==> src/pes_div.sv <==
// Radix-2 restoring unsigned divider, one quotient bit per cycle
`timescale 1ns / 1ps

module pes_div #(
	parameter int NW = 50,
	parameter int DW = 33
) (
	input  logic          clk,
	input  logic          arst_n,
	input  logic          start,
	input  logic [NW-1:0] num,
	input  logic [DW-1:0] den,
	output logic          done,
	output logic [NW-1:0] quot
);

	localparam int CW = $clog2(NW + 1);

	logic [DW-1:0] rem_q;
	logic [DW-1:0] den_q;
	logic [NW-1:0] quo_q;
	logic [CW-1:0] cnt_q;
	logic          busy_q;
	logic          done_q;

	logic [DW:0] trial;
	logic [DW:0] diff;
	logic        ge;

	assign trial = {rem_q, quo_q[NW-1]};
	assign diff  = trial - {1'b0, den_q};
	assign ge    = (trial >= {1'b0, den_q});

	always_ff @(posedge clk or negedge arst_n) begin
		if (!arst_n) begin
			busy_q <= 1'b0;
			done_q <= 1'b0;
			cnt_q  <= '0;
		end else begin
			done_q <= 1'b0;
			if (start) begin
				busy_q <= 1'b1;
				cnt_q  <= CW'(NW);
			end else if (busy_q) begin
				cnt_q <= cnt_q - 1'b1;
				if (cnt_q == CW'(1)) begin
					busy_q <= 1'b0;
					done_q <= 1'b1;
				end
			end
		end
	end

	always_ff @(posedge clk) begin
		if (start) begin
			rem_q <= '0;
			quo_q <= num;
			den_q <= den;
		end else if (busy_q) begin
			rem_q <= ge ? diff[DW-1:0] : trial[DW-1:0];
			quo_q <= {quo_q[NW-2:0], ge};
		end
	end

	assign done = done_q;
	assign quot = quo_q;

endmodule

==> config.mk <==
export PLATFORM = sky130hd
export DESIGN_NAME = pes_div
export DESIGN_NICKNAME = d
export VERILOG_FILES = /design/src/pes_div.sv
export SDC_FILE = /design/constraint.sdc
export NUM_CORES = 1
export LEC_CHECK = 0
export ABC_AREA = 1
export BUFFER_PORTS_ARGS = -buffer_cell sky130_fd_sc_hd__buf_4
export CORE_MARGIN = 10
export CORE_UTILIZATION = 57
export DETAILED_ROUTE_END_ITERATION = 6
export PLACE_DENSITY = 0.81
export REMOVE_ABC_BUFFERS = 1
export SKIP_CTS_REPAIR_TIMING = 1
export SYNTH_ARGS = -nofsm -noshare
export SYNTH_HDL_FRONTEND = slang
export SYNTH_SLANG_ARGS = --single-unit
==> constraint.sdc <==
create_clock -name clk -period 3.11 [get_ports clk]
set_input_delay 0.311 -clock clk [delete_from_list [all_inputs] [get_ports clk]]
set_output_delay 0.311 -clock clk [all_outputs]
set_load 0.005 [all_outputs]
==> run metrics <==
min cycle time layout roughly 2.6 ns; Die ar. ~19000 um2; hpwl dp roughly 16000 um; Area contributors post-synth edfxtp_1, nand2_1, inv_1; vias in the first global route approximately 7100; DRC 0; Routed WL per cell 15.14 um; RSZ-0062 raised after global routing no; DP Area slightly below 9000 um2; post-route clock period utilization 82.20%; critical path class flop to flop; DIE HEIGHT between 100 and 150 um; largest net degree at the start of global routing 62; IO Port Bufs around 140; num ports ~140; Num CTS Buffers 17; gr usage total 23.37%; synth warn 0; Detailed Routing Iterations Pass 1 5; final setup violating endpoints 0; Synth Instances between 1000 and 1500; CTS H-tree lvls 4; endpoints failing hold 0; Tot Pwr approximately 7.2 mW; Clk pin slew, worst setup/hold paths around 0.060 ns; sequential area share after synthesis between 40% and 50%; Clock Tree Buf Depth 2; top cell type's share of synthesized area 32.14%; DRT Wirelength ~21000 um; CP Launch Type flop; DR iter-0 viols between 400 and 500; worst path required time 3.46 ns; DR vias around 7200; CTS sink cnt about 120; Starting Density between 50% and 60%; crit path capture type flop; initial antenna violation count 0; cell row count 42; Max Cap Viol 0; Unique masters post-synth 38; Synth area leader edfxtp_1; Power Density between 700 and 800 nW/um2; relative slew slack about two fifths; outcome finished, final reports clean; clk_skew just over 0.009 ns; Worst-Skew Late Latency around 0.43 ns; Final Instance Area about 9600 um2; root buf cell clkbuf_16; syn_area_per_cell a little over 7 um2; GPL Wtd Cong a little under 1; antenna-violating nets left 0; Tightest Pin Transition between 0.9 and 1 ns; TritonCTS clock tree built; Mapped Area 7755 um2; total gr overflow 0; first-pass GRT wire length between 30000 and 40000 um; max-slew violations 0; Area growth syn-to-layout 23.33%; flip-flop and latch count after synthesis roughly 120; Leak approximately 5.1 nW; ANT cells 0; via/cell ratio 5.120; layout cells sized above 1 15.95%; Nets approximately 1300; core area 13300 um2; setup_tns 0 ns; arrival time at the worst endpoint between 2 and 3 ns; worst min-delay path class input port to flop; DIE WIDTH ~140 um; Crit Path Max Fanout 33; most frequent cells in the layout nand2_1, inv_1, buf_4; commonest non-fill, non-tap cell in the layout nand2_1; Fmax ~400 MHz; maximum VDD drop roughly 490 uV
==> worst paths after layout <==
path / startpoint / endpoint / slack (ns) / depth (start not counted)
min reg2reg: rem_q[22] / rem_q[22] / 0.47 / 2
max reg2reg: quot[49] / rem_q[18] / 0.55 / 13
min: den[9] / den_q[9] / 0.06 / 1
min in group asynchronous: arst_n / done / 0.25 / 2
max: quot[49] / rem_q[18] / 0.55 / 13
max in group asynchronous: arst_n / cnt_q[5] / 2.73 / 2
==> layer usage <==
metal  wire, um  up-vias  share of wire (%)  GRT usage (%)
met4        331        0                1.6          7.337
met2      10170      254                 48          38.45
met3       2203       25                 10          9.457
met1       8561     3258                 40          27.29
li1           -     3657                  -              -
met5          0        -                  0              0
==> metrics by stage <==
step | setup slack (ns) | instances | utilization [%] | hold slack [ns]
CTS | 0.5619 | 1404 | 71.86 | -0.3245
global placement | 0.7013 | 1372 | 67.13 | 0.1348
finish | 0.5537 | 1405 | 71.94 | 0.05854
floorplan | 0.5547 | 1053 | - | 0.01541
detailed placement | 0.6111 | 1372 | 67.13 | 0.1323
global route | 0.3010 | 1405 | 71.94 | 0.04336
==> state kept, by name, indices dropped and copies added (netlist names) <==
name	cells
cnt_q	6
done	1
rem_q	33
quot	50
busy_q	1
den_q	33
==> worst max-delay path, stage by stage, from the launching register on <==
cell and delay, ns:
edfxtp_1 0.39, inv_1 0.11, ha_1 0.15, inv_1 0.07
fa_1 0.42, nand3_1 0.12, nand3_2 0.12, nand2_1 0.10
nand2_1 0.10, nand2_4 0.26, nand2_4 0.29, nand2_1 0.15
nand3_1 0.07, o21ai_1 0.09
==> report_power, final <==
group          switching (mW)  leakage (nW)  internal [mW]  total [mW]
Sequential              0.163          1.24           2.03        2.20
Clock                   0.759         0.309           1.37        2.13
Combinational            1.78          3.56           1.07        2.85
Total                    2.71          5.11           4.47        7.18
==> final cells by class <==
class / instances / area [um2]
timing repair buffer: 144 / 1096
multi-input combinational: 744 / 3571
sequential: 124 / 3353
inverter: 185 / 694.4
fill: 1075 / 3731
clock inverter: 13 / 186.4
clock buffer: 19 / 442.9
tap: 176 / 220.2
==> synth_stat cells <==
cell and number:
fa_1 1, o21ai_0 8, clkbuf_1 17, or3b_2 1
and2_1 5, xnor2_1 14, a21o_1 1, nor4_1 2
o21a_1 1, nor3_4 1, nand4_1 9, nand2_1 440
buf_6 4, a21oi_2 1, nand3b_1 10, o21ai_1 16
nor2_4 2, nand2_4 2, ha_1 35, nor3_1 7
nor2_2 2, nand3_1 98, nand3_2 1, dfrtp_1 8
a31oi_1 1, inv_2 4, nor3_2 1, nand2_2 5
o21bai_1 3, buf_2 3, edfxtp_1 83, dfxtp_1 33
buf_4 2, xor2_1 1, a21oi_1 25, a22oi_1 1
inv_1 181, nor2_1 50
==> kinds of logic (layout without fill, tap and decap cells) <==
logic type | count (synthesis) | in the layout | synth area share (%)
compound gates | 57 | 57 | 3.937
xor+xnor | 15 | 15 | 1.694
fa+ha+maj | 36 | 36 | 5.905
buf+inv | 211 | 361 | 10.75
flops | 124 | 124 | 43.24
simple gates | 636 | 636 | 34.48
Power figures use the tool's default switching activity.
